===== src/design/fmpd_pkg.sv =====
// Package: shared types, codes and constants of the flow-metered pump dispenser.
package fmpd_pkg;

  typedef enum logic [2:0] {
    MODE_TICK,
    MODE_TOTAL_RESET,
    MODE_QUEUE_ADJUST,
    MODE_QUEUE_RESET,
    MODE_QUICK_FILL,
    MODE_RUN,
    MODE_STOP,
    MODE_TOGGLE
  } mode_t;

  typedef enum logic [1:0] {
    STATUS_OK,
    STATUS_NO_SENSOR,
    STATUS_STALL
  } status_t;

  typedef enum logic [1:0] {
    LEVEL_LOW,
    LEVEL_FULL,
    LEVEL_OVER,
    LEVEL_BURST
  } level_t;

  localparam logic [1:0] REG_FULL_VOLUME     = 2'd0;
  localparam logic [1:0] REG_FLOW_DEADBAND   = 2'd1;
  localparam logic [1:0] REG_STALL_THRESHOLD = 2'd2;
  localparam logic [1:0] REG_STALL_LIMIT     = 2'd3;

  localparam int FILL_W  = 48;
  localparam int QUEUE_W = 28;
  localparam int FLOW_W  = 19;
  localparam int THR_W   = 34;

  localparam logic signed [QUEUE_W-1:0] QUEUE_LIMIT = 28'sd119988000;
  localparam logic signed [FILL_W-1:0]  FILL_MAX = {1'b0, {(FILL_W-1){1'b1}}};
  localparam logic signed [FILL_W-1:0]  FILL_MIN = {1'b1, {(FILL_W-1){1'b0}}};
  localparam logic [3:0]                STALL_SAT = 4'd15;

  localparam logic [26:0] FULL_RESET        = 27'd1200000;
  localparam logic [9:0]  DEADBAND_RESET    = 10'd5;
  localparam logic [19:0] STALL_THR_RESET   = 20'd7200;
  localparam logic [3:0]  STALL_LIMIT_RESET = 4'd10;

  localparam logic [6:0] PCT_HI  = 7'd115;
  localparam logic [6:0] PCT_MID = 7'd104;
  localparam logic [6:0] PCT_LO  = 7'd96;

  localparam logic [THR_W-1:0] THR_HI_RESET  = THR_W'(FULL_RESET) * THR_W'(PCT_HI);
  localparam logic [THR_W-1:0] THR_MID_RESET = THR_W'(FULL_RESET) * THR_W'(PCT_MID);
  localparam logic [THR_W-1:0] THR_LO_RESET  = THR_W'(FULL_RESET) * THR_W'(PCT_LO);

  typedef struct packed {
    logic                      pump_on;
    logic                      valve_reverse;
    logic signed [FILL_W-1:0]  fill;
    logic signed [QUEUE_W-1:0] queue;
    status_t                   status;
    logic                      emptied;
  } result_t;

  function automatic logic signed [QUEUE_W-1:0] sat_queue(input logic signed [QUEUE_W:0] v);
    logic signed [QUEUE_W:0] lim;
    lim = {QUEUE_LIMIT[QUEUE_W-1], QUEUE_LIMIT};
    if (v > lim) begin
      return QUEUE_LIMIT;
    end else if (v < -lim) begin
      return -QUEUE_LIMIT;
    end else begin
      return v[QUEUE_W-1:0];
    end
  endfunction

endpackage


===== src/design/flow_metered_pump_dispenser.sv =====
// Top level: flow-metered pump dispenser with APB register port.
//
// Takes one command transfer per clock while in_ready is high; the whole state update
// for a command (deadband, trapezoid integration, stall count, queue draw and pump
// control) is done in the cycle it is accepted, since every command depends on the
// state the previous one left. The result is registered in the result stage, then the
// fill level is derived from it and registered in a second register stage, the output
// stage. Two results can be held while the output is stalled; input ready drops only
// when both are full. Level thresholds (115%, 104%, 96% of full volume) are recomputed
// when full_volume is written. Registers sit at byte addresses 0, 4, 8 and 12.
module flow_metered_pump_dispenser
  import fmpd_pkg::*;
(
  input  logic                      clk,
  input  logic                      rst,
  input  logic                      in_valid,
  output logic                      in_ready,
  input  logic [2:0]                mode,
  input  logic signed [FLOW_W-1:0]  flow_sample,
  input  logic                      sensor_present,
  input  logic signed [QUEUE_W-1:0] queue_delta,
  input  logic [8:0]                fill_fraction,
  output logic                      out_valid,
  input  logic                      out_ready,
  output logic                      pump_on,
  output logic                      valve_reverse,
  output logic signed [FILL_W-1:0]  fill_volume,
  output logic signed [QUEUE_W-1:0] queue_volume,
  output logic [1:0]                status,
  output logic [1:0]                level,
  output logic                      queue_emptied,
  input  logic                      psel,
  input  logic                      penable,
  input  logic                      pwrite,
  input  logic [3:0]                paddr,
  input  logic [31:0]               pwdata,
  output logic [31:0]               prdata,
  output logic                      pready
);

  // configuration
  logic [26:0]      full_volume;
  logic [9:0]       flow_deadband;
  logic [19:0]      stall_threshold;
  logic [3:0]       stall_limit;
  logic [THR_W-1:0] thr_hi, thr_mid, thr_lo;
  logic             cfg_wr;

  assign pready = 1'b1;
  assign cfg_wr = psel & penable & pwrite;

  always_ff @(posedge clk) begin
    if (rst) begin
      full_volume     <= FULL_RESET;
      flow_deadband   <= DEADBAND_RESET;
      stall_threshold <= STALL_THR_RESET;
      stall_limit     <= STALL_LIMIT_RESET;
      thr_hi          <= THR_HI_RESET;
      thr_mid         <= THR_MID_RESET;
      thr_lo          <= THR_LO_RESET;
    end else if (cfg_wr) begin
      unique case (paddr[3:2])
        REG_FULL_VOLUME: begin
          full_volume <= pwdata[26:0];
          thr_hi      <= THR_W'(pwdata[26:0]) * THR_W'(PCT_HI);
          thr_mid     <= THR_W'(pwdata[26:0]) * THR_W'(PCT_MID);
          thr_lo      <= THR_W'(pwdata[26:0]) * THR_W'(PCT_LO);
        end
        REG_FLOW_DEADBAND:   flow_deadband   <= pwdata[9:0];
        REG_STALL_THRESHOLD: stall_threshold <= pwdata[19:0];
        REG_STALL_LIMIT:     stall_limit     <= pwdata[3:0];
      endcase
    end
  end

  always_comb begin
    unique case (paddr[3:2])
      REG_FULL_VOLUME:     prdata = {5'd0, full_volume};
      REG_FLOW_DEADBAND:   prdata = {22'd0, flow_deadband};
      REG_STALL_THRESHOLD: prdata = {12'd0, stall_threshold};
      REG_STALL_LIMIT:     prdata = {28'd0, stall_limit};
    endcase
  end

  // dispenser state
  logic signed [FILL_W-1:0]  fill_acc, fill_acc_next;
  logic signed [QUEUE_W-1:0] queue_rem, queue_rem_next;
  logic signed [FLOW_W-1:0]  prev_flow, prev_flow_next;
  logic [3:0]                stall_ticks, stall_ticks_next;
  logic                      pump_running, pump_running_next;
  logic                      valve_state, valve_state_next;
  logic                      error_latched, error_latched_next;
  status_t                   error_kind, error_kind_next;
  logic                      emptied_next;

  // pipeline
  logic    accept, r1_move;
  logic    r1_valid;
  result_t r1, out_q;

  assign r1_move  = !out_valid || out_ready;
  assign in_ready = !r1_valid || r1_move;
  assign accept   = in_valid && in_ready;

  // tick datapath
  logic [FLOW_W-1:0]         flow_abs;
  logic signed [FLOW_W-1:0]  flow_eff;
  logic signed [FLOW_W:0]    dv;
  logic [FLOW_W:0]           dv_abs;
  logic signed [FILL_W:0]    fill_sum;
  logic signed [FILL_W-1:0]  fill_sat;
  logic [3:0]                stall_base, stall_inc;
  logic signed [QUEUE_W-1:0] q_tick;
  logic                      crossing;
  logic [35:0]               qf_prod;
  logic [QUEUE_W-1:0]        qf_shift;
  logic signed [QUEUE_W-1:0] qf_sat;

  assign flow_abs = flow_sample[FLOW_W-1] ? FLOW_W'(-flow_sample) : flow_sample;
  assign flow_eff = (flow_abs < {9'd0, flow_deadband}) ? '0 : flow_sample;
  assign dv       = {prev_flow[FLOW_W-1], prev_flow} + {flow_eff[FLOW_W-1], flow_eff};
  assign dv_abs   = dv[FLOW_W] ? (FLOW_W+1)'(-dv) : dv;
  assign fill_sum = {fill_acc[FILL_W-1], fill_acc}
                  + {{(FILL_W-FLOW_W){dv[FLOW_W]}}, dv};
  assign fill_sat = (fill_sum[FILL_W] != fill_sum[FILL_W-1])
                  ? (fill_sum[FILL_W] ? FILL_MIN : FILL_MAX)
                  : fill_sum[FILL_W-1:0];

  assign stall_base = pump_running ? stall_ticks : 4'd0;
  assign stall_inc  = (dv_abs < {1'b0, stall_threshold})
                    ? ((stall_base == STALL_SAT) ? STALL_SAT : stall_base + 4'd1)
                    : 4'd0;

  assign q_tick   = sat_queue({queue_rem[QUEUE_W-1], queue_rem}
                            - {{(QUEUE_W-FLOW_W){dv[FLOW_W]}}, dv});
  assign crossing = (queue_rem < 0 && q_tick > 0) || (queue_rem > 0 && q_tick < 0);

  assign qf_prod  = fill_fraction * full_volume;
  assign qf_shift = qf_prod[35:8];
  assign qf_sat   = (qf_shift > QUEUE_LIMIT) ? QUEUE_LIMIT : qf_shift;

  always_comb begin
    fill_acc_next      = fill_acc;
    queue_rem_next     = queue_rem;
    prev_flow_next     = prev_flow;
    stall_ticks_next   = stall_ticks;
    pump_running_next  = pump_running;
    valve_state_next   = valve_state;
    error_latched_next = error_latched;
    error_kind_next    = error_kind;
    emptied_next       = 1'b0;
    unique case (mode_t'(mode))
      MODE_TICK: begin
        stall_ticks_next = stall_base;
        if (!error_latched) begin
          if (!sensor_present) begin
            pump_running_next  = 1'b0;
            error_latched_next = 1'b1;
            error_kind_next    = STATUS_NO_SENSOR;
          end else begin
            fill_acc_next    = fill_sat;
            prev_flow_next   = flow_eff;
            stall_ticks_next = stall_inc;
            if (pump_running) begin
              queue_rem_next = q_tick;
              if (crossing) begin
                pump_running_next = 1'b0;
                queue_rem_next    = '0;
                emptied_next      = 1'b1;
              end
            end
            if (stall_inc > stall_limit) begin
              pump_running_next  = 1'b0;
              error_latched_next = 1'b1;
              error_kind_next    = STATUS_STALL;
            end
          end
        end
      end
      MODE_TOTAL_RESET: begin
        fill_acc_next      = '0;
        prev_flow_next     = '0;
        error_latched_next = 1'b0;
        error_kind_next    = STATUS_OK;
      end
      MODE_QUEUE_ADJUST: begin
        queue_rem_next = sat_queue({queue_rem[QUEUE_W-1], queue_rem}
                                 + {queue_delta[QUEUE_W-1], queue_delta});
      end
      MODE_QUEUE_RESET: queue_rem_next = '0;
      MODE_QUICK_FILL: begin
        queue_rem_next = qf_sat;
        if (qf_sat != 0 && !error_latched) begin
          valve_state_next  = 1'b0;
          pump_running_next = 1'b1;
        end
      end
      MODE_RUN: begin
        if (queue_rem != 0 && !error_latched) begin
          valve_state_next  = queue_rem < 0;
          pump_running_next = 1'b1;
        end
      end
      MODE_STOP: pump_running_next = 1'b0;
      MODE_TOGGLE: begin
        if (pump_running) begin
          pump_running_next = 1'b0;
        end else if (queue_rem != 0 && !error_latched) begin
          valve_state_next  = queue_rem < 0;
          pump_running_next = 1'b1;
        end
      end
    endcase
  end

  always_ff @(posedge clk) begin
    if (rst) begin
      fill_acc      <= '0;
      queue_rem     <= '0;
      prev_flow     <= '0;
      stall_ticks   <= '0;
      pump_running  <= 1'b0;
      valve_state   <= 1'b0;
      error_latched <= 1'b0;
      error_kind    <= STATUS_OK;
    end else if (accept) begin
      fill_acc      <= fill_acc_next;
      queue_rem     <= queue_rem_next;
      prev_flow     <= prev_flow_next;
      stall_ticks   <= stall_ticks_next;
      pump_running  <= pump_running_next;
      valve_state   <= valve_state_next;
      error_latched <= error_latched_next;
      error_kind    <= error_kind_next;
    end
  end

  // result stage
  always_ff @(posedge clk) begin
    if (rst) begin
      r1_valid <= 1'b0;
    end else if (accept) begin
      r1_valid <= 1'b1;
    end else if (r1_move) begin
      r1_valid <= 1'b0;
    end
  end

  always_ff @(posedge clk) begin
    if (accept) begin
      r1.pump_on       <= pump_running_next;
      r1.valve_reverse <= valve_state_next;
      r1.fill          <= fill_acc_next;
      r1.queue         <= queue_rem_next;
      r1.status        <= error_latched_next ? error_kind_next : STATUS_OK;
      r1.emptied       <= emptied_next;
    end
  end

  // level stage: fill*100 against full*pct
  logic signed [FILL_W+6:0] fill_x100;
  level_t                   level_next;
  level_t                   out_level;

  assign fill_x100 = ((FILL_W+7)'(r1.fill) <<< 6) + ((FILL_W+7)'(r1.fill) <<< 5)
                   + ((FILL_W+7)'(r1.fill) <<< 2);

  always_comb begin
    if (fill_x100 > $signed((FILL_W+7)'(thr_hi))) begin
      level_next = LEVEL_BURST;
    end else if (fill_x100 > $signed((FILL_W+7)'(thr_mid))) begin
      level_next = LEVEL_OVER;
    end else if (fill_x100 > $signed((FILL_W+7)'(thr_lo))) begin
      level_next = LEVEL_FULL;
    end else begin
      level_next = LEVEL_LOW;
    end
  end

  always_ff @(posedge clk) begin
    if (rst) begin
      out_valid <= 1'b0;
    end else if (r1_move) begin
      out_valid <= r1_valid;
    end
  end

  always_ff @(posedge clk) begin
    if (r1_move && r1_valid) begin
      out_q     <= r1;
      out_level <= level_next;
    end
  end

  assign pump_on       = out_q.pump_on;
  assign valve_reverse = out_q.valve_reverse;
  assign fill_volume   = out_q.fill;
  assign queue_volume  = out_q.queue;
  assign status        = out_q.status;
  assign level         = out_level;
  assign queue_emptied = out_q.emptied;

  // checks
  a_queue_range: assert property (@(posedge clk) disable iff (rst)
    queue_rem <= QUEUE_LIMIT && queue_rem >= -QUEUE_LIMIT)
    else $error("queue outside saturation range");

  a_error_stops_pump: assert property (@(posedge clk) disable iff (rst)
    error_latched |-> !pump_running)
    else $error("pump running with error latched");

  a_emptied_result: assert property (@(posedge clk) disable iff (rst)
    (out_valid && queue_emptied) |-> (!pump_on && queue_volume == 0))
    else $error("emptied result with pump on or queue left");

  a_accept_fills_stage: assert property (@(posedge clk) disable iff (rst)
    accept |=> r1_valid)
    else $error("accepted transfer lost before result stage");

endmodule

===== config.mk =====
export PLATFORM = sky130hd
export DESIGN_NAME = flow_metered_pump_dispenser
export DESIGN_NICKNAME = d
export VERILOG_FILES = /design/src/design/fmpd_pkg.sv /design/src/design/flow_metered_pump_dispenser.sv
export SDC_FILE = /design/constraint.sdc
export NUM_CORES = 2
export LEC_CHECK = 0
export BUFFER_PORTS_ARGS = -buffer_cell sky130_fd_sc_hd__buf_2
export CORE_MARGIN = 10
export CORE_UTILIZATION = 50
export DETAILED_ROUTE_END_ITERATION = 8
export MAX_ROUTING_LAYER = met4
export PLACE_DENSITY = 0.78
export SLEW_MARGIN = 5
export SYNTH_ARGS = -nofsm -noshare
export SYNTH_HDL_FRONTEND = slang
export SYNTH_SLANG_ARGS = --single-unit

===== constraint.sdc =====
create_clock -name clk -period 10.78 [get_ports clk]
set_input_delay 1.078 -clock clk [delete_from_list [all_inputs] [get_ports clk]]
set_output_delay 1.078 -clock clk [all_outputs]
set_load 0.05 [all_outputs]

==> reports/qor.yml <==
run_status:
  outcome: "completed"
detailed_routing:
  remaining_drc_errors: 0
  dr.first_iter.drc_count: 3174
  firstDrtPassIters: 5
  wl_per_cell_um: 20.9
  drt_wl_total_um: 135000
  num_vias: 38500
  vias_per_cell: 5.99
  ant_nets: 0
setup_path:
  endpoint_kind: "register"
  regToRegSetupSlack_ns: 1.45
  path_class: "in2reg"
  path_max_fanout: 12
  worstPathArrival_ns: 10.32
  crit_required_ns: 11.17
  start_kind: "primary input"
  crit_path_max_incr_delay_ns: 0.59
  cp_slowest_cell: "or4_1"
pwr:
  p_sw_mw: 3.30
  swShare_pct: 43.6
  ir_drop_v: 0.000145
  p_leak_nw: 22.1
  p_comb_share_pct: 52.9
  clkPwrFrac_pct: 22.9
  power.density_nw_per_um2: 156
  seqPwrFrac_pct: 24.2
  p_int_mw: 4.27
final_layout:
  layout_common_cells: "inv_1, nand2_1, ha_1"
  fin_area_um2: 48400
  final_util_pct: 54.8
  area_growth_pct: 8.98
  num-nets-final: 6143
  drive_above_1_share_pct: 8.87
  final_common_cell: "inv_1"
timing:
  slew_violations: 0
  rsz0062_at_grt: "false"
  finalHoldViolCount: 0
  fmax_mhz: 101
  layout_min_cycle_time_ns: 9.94
  finalClockSkew_ns: 0.0306
  tightest_slew_ns: 1.19
  post-route-period-util_pct: 92.2
  maxSlewHeadroom_pct: 19.5
  setup_tns_ns: 0
  finalSetupViolations: 0
grt:
  grt_first_pass_wirelength_um: 213000
  antenna_found_initial: 5
  grt_overflow: 0
  grt_pass1_vias: 38300
  grt_util_all_layers_pct: 26.6
  grt_max_degree: 89
die:
  start_util_pct: 50.3
  dieHeight_um: 318
  core-area_um2: 88200
  rows: 109
  num_io_pins: 221
  die_x_um: 318
  dieArea_um2: 101000
synthesis:
  syn_inst: 5094
  synth-xor-area-share_pct: 5.13
  synth_compound_area_share_pct: 19.9
  synthArstFlopShare_pct: 0
  synth_fa_ha_area_share_pct: 29.0
  ys_warn_count: 0
  synth_top_family_by_area: "adder cells"
  synth-simple-area-share_pct: 15.5
  synth_ff_type: "dfxtp_1"
  yosysSeqAreaShare_pct: 22.6
  netlist_area_um2: 44400
  synth-edff-count: 164
  synthMuxAreaShare_pct: 1.15
  synth.distinct_cells: 103
  avgSynthCellArea_um2: 8.71
  synth-seq-cells: 419
clock_tree:
  insertion_delay_ns: 0.61
  h-tree-depth: 2
  path_clk_slew_ns: 0.06
  cts.sinks: 419
  root_buffer: "clkbuf_16"
  cts_buffers: 49
  clk_path_buf_depth: 3
  cts_tree: "done"
placed_design:
  placed_cell_area_um2: 46700
  place_congestion: 0.991
  hpwl_um: 107000
  io_buffer_count: 207
job:
  cap_violations: 0
min_path:
  hold_path.class: "reg2reg"
==> critical path: cells and delay by family <==
kind	cells	cell delay, ns
AOI/OAI and AO/OA	19	4.43
xor gates and xnor gates	1	0.25
adders and majority gates	2	0.65
buffers and inverters	5	0.93
and+or+nand+nor	13	2.95
==> power by group through the flow <==
stage / combinational [mW] / sequential, mW / clock, mW
4_1_cts: 3.94 / 1.83 / 1.76
3_3_place_gp: 3.83 / 1.86 / 0
2_1_floorplan: 2.79 / 1.88 / 0
5_1_grt: 4.40 / 1.84 / 1.81
3_5_place_dp: 3.91 / 1.86 / 0
6_report: 4.00 / 1.83 / 1.74
==> stage by stage <==
stage	power (mW)	hold slack [ns]	std cells	setup slack [ns]
global route	8.05	0.426	6433	0.160
finish	7.57	0.419	6436	0.842
global placement	5.69	0.403	6337	0.495
floorplan	4.66	0.400	5098	0.480
CTS	7.53	0.421	6428	0.969
detailed placement	5.78	0.406	6337	0.362
==> cells by family (layout without fill, tap and decap cells) <==
logic type	Yosys count	after routing
other	2	13
buffers and inverters	779	945
multiplexers	45	45
adder cells (fa/ha/maj)	825	825
flip-flops	419	419
AND/OR/NAND/NOR	1454	1454
AO/OA/AOI/OAI	1311	1311
XOR/XNOR	259	259
==> sequential cells by signal, summed over array words and instances, names as in the netlist, 2 cells and up <==
register,flops
error_kind,2
fill_acc,48
fill_volume,48
flow_deadband,10
full_volume,27
level,2
prev_flow,19
queue_rem,28
queue_volume,28
r1,81
stall_limit,4
stall_threshold,20
stall_ticks,4
status,2
thr_hi,33
thr_lo,26
thr_mid,29
==> synth_stat cells (all sizes together) (12+ instances only) <==
| library cell | number | area share [%] |
|---|---|---|
| nor2b | 45 | 0.63 |
| nand2 | 563 | 4.8 |
| a41oi | 12 | 0.24 |
| a211oi | 39 | 0.68 |
| nor3 | 67 | 0.76 |
| mux2i | 36 | 0.81 |
| a2111oi | 12 | 0.24 |
| o21ai | 243 | 2.7 |
| o211ai | 64 | 1.1 |
| or3 | 31 | 0.44 |
| nor2 | 305 | 2.6 |
| o2111ai | 15 | 0.31 |
| and3 | 27 | 0.38 |
| nor3b | 16 | 0.27 |
| a22o | 27 | 0.53 |
| o31ai | 31 | 0.59 |
| a211o | 19 | 0.37 |
| fa | 345 | 16 |
| a21oi | 372 | 4.3 |
| xnor2 | 197 | 3.9 |
| a22oi | 28 | 0.47 |
| a31oi | 45 | 0.67 |
| a21o | 123 | 2.1 |
| a31o | 29 | 0.57 |
| dfxtp | 255 | 11 |
| edfxtp | 164 | 11 |
| or2 | 25 | 0.35 |
| o21a | 39 | 0.66 |
| xor2 | 62 | 1.2 |
| ha | 471 | 13 |
| and2 | 134 | 1.9 |
| or4 | 17 | 0.30 |
| nand4 | 39 | 0.58 |
| a221o | 56 | 1.3 |
| nand2b | 65 | 0.92 |
| o21bai | 43 | 0.73 |
| clkbuf | 180 | 1.5 |
| buf | 27 | 0.34 |
| nand3 | 67 | 0.76 |
| nor4 | 27 | 0.39 |
| inv | 571 | 4.8 |
==> final cells by class <==
type | instances | area, um2
Antenna cell | 7 | 17.5
Clock buffer | 60 | 1340
Clock inverter | 31 | 332
Fill cell | 7952 | 39900
Inverter | 572 | 2150
Multi-Input combinational cell | 3900 | 31400
Sequential cell | 419 | 10000
Tap cell | 1165 | 1460
Timing Repair Buffer | 282 | 1610
==> what timing repair did <==
action                                  4_1_cts  5_1_grt
gates resized for setup                       0        0
hold buffers                                  0        0
endpoints found under the setup margin        0        3
buffers inserted                              0        1
==> final timing paths <==
kind / start / to / cells past startpoint
worst min-delay path: r1[7] / queue_volume[4] / 0
worst min register to register: r1[7] / queue_volume[4] / 0
worst max-delay path: flow_sample[3] / r1[4] / 40
worst max register to register: flow_deadband[1] / r1[4] / 43
==> routing by layer <==
layer	share of wire (%)	global-route usage, %	routed length, um	up-vias
li1	-	-	-	18000
met2	46	42.1	61700	1522
met5	0	-	0	-
met3	7.2	3.32	9690	289
met1	42	34.1	56900	18700
met4	4.9	11.6	6560	0
Note: power is estimated with default switching activity, not from simulation.
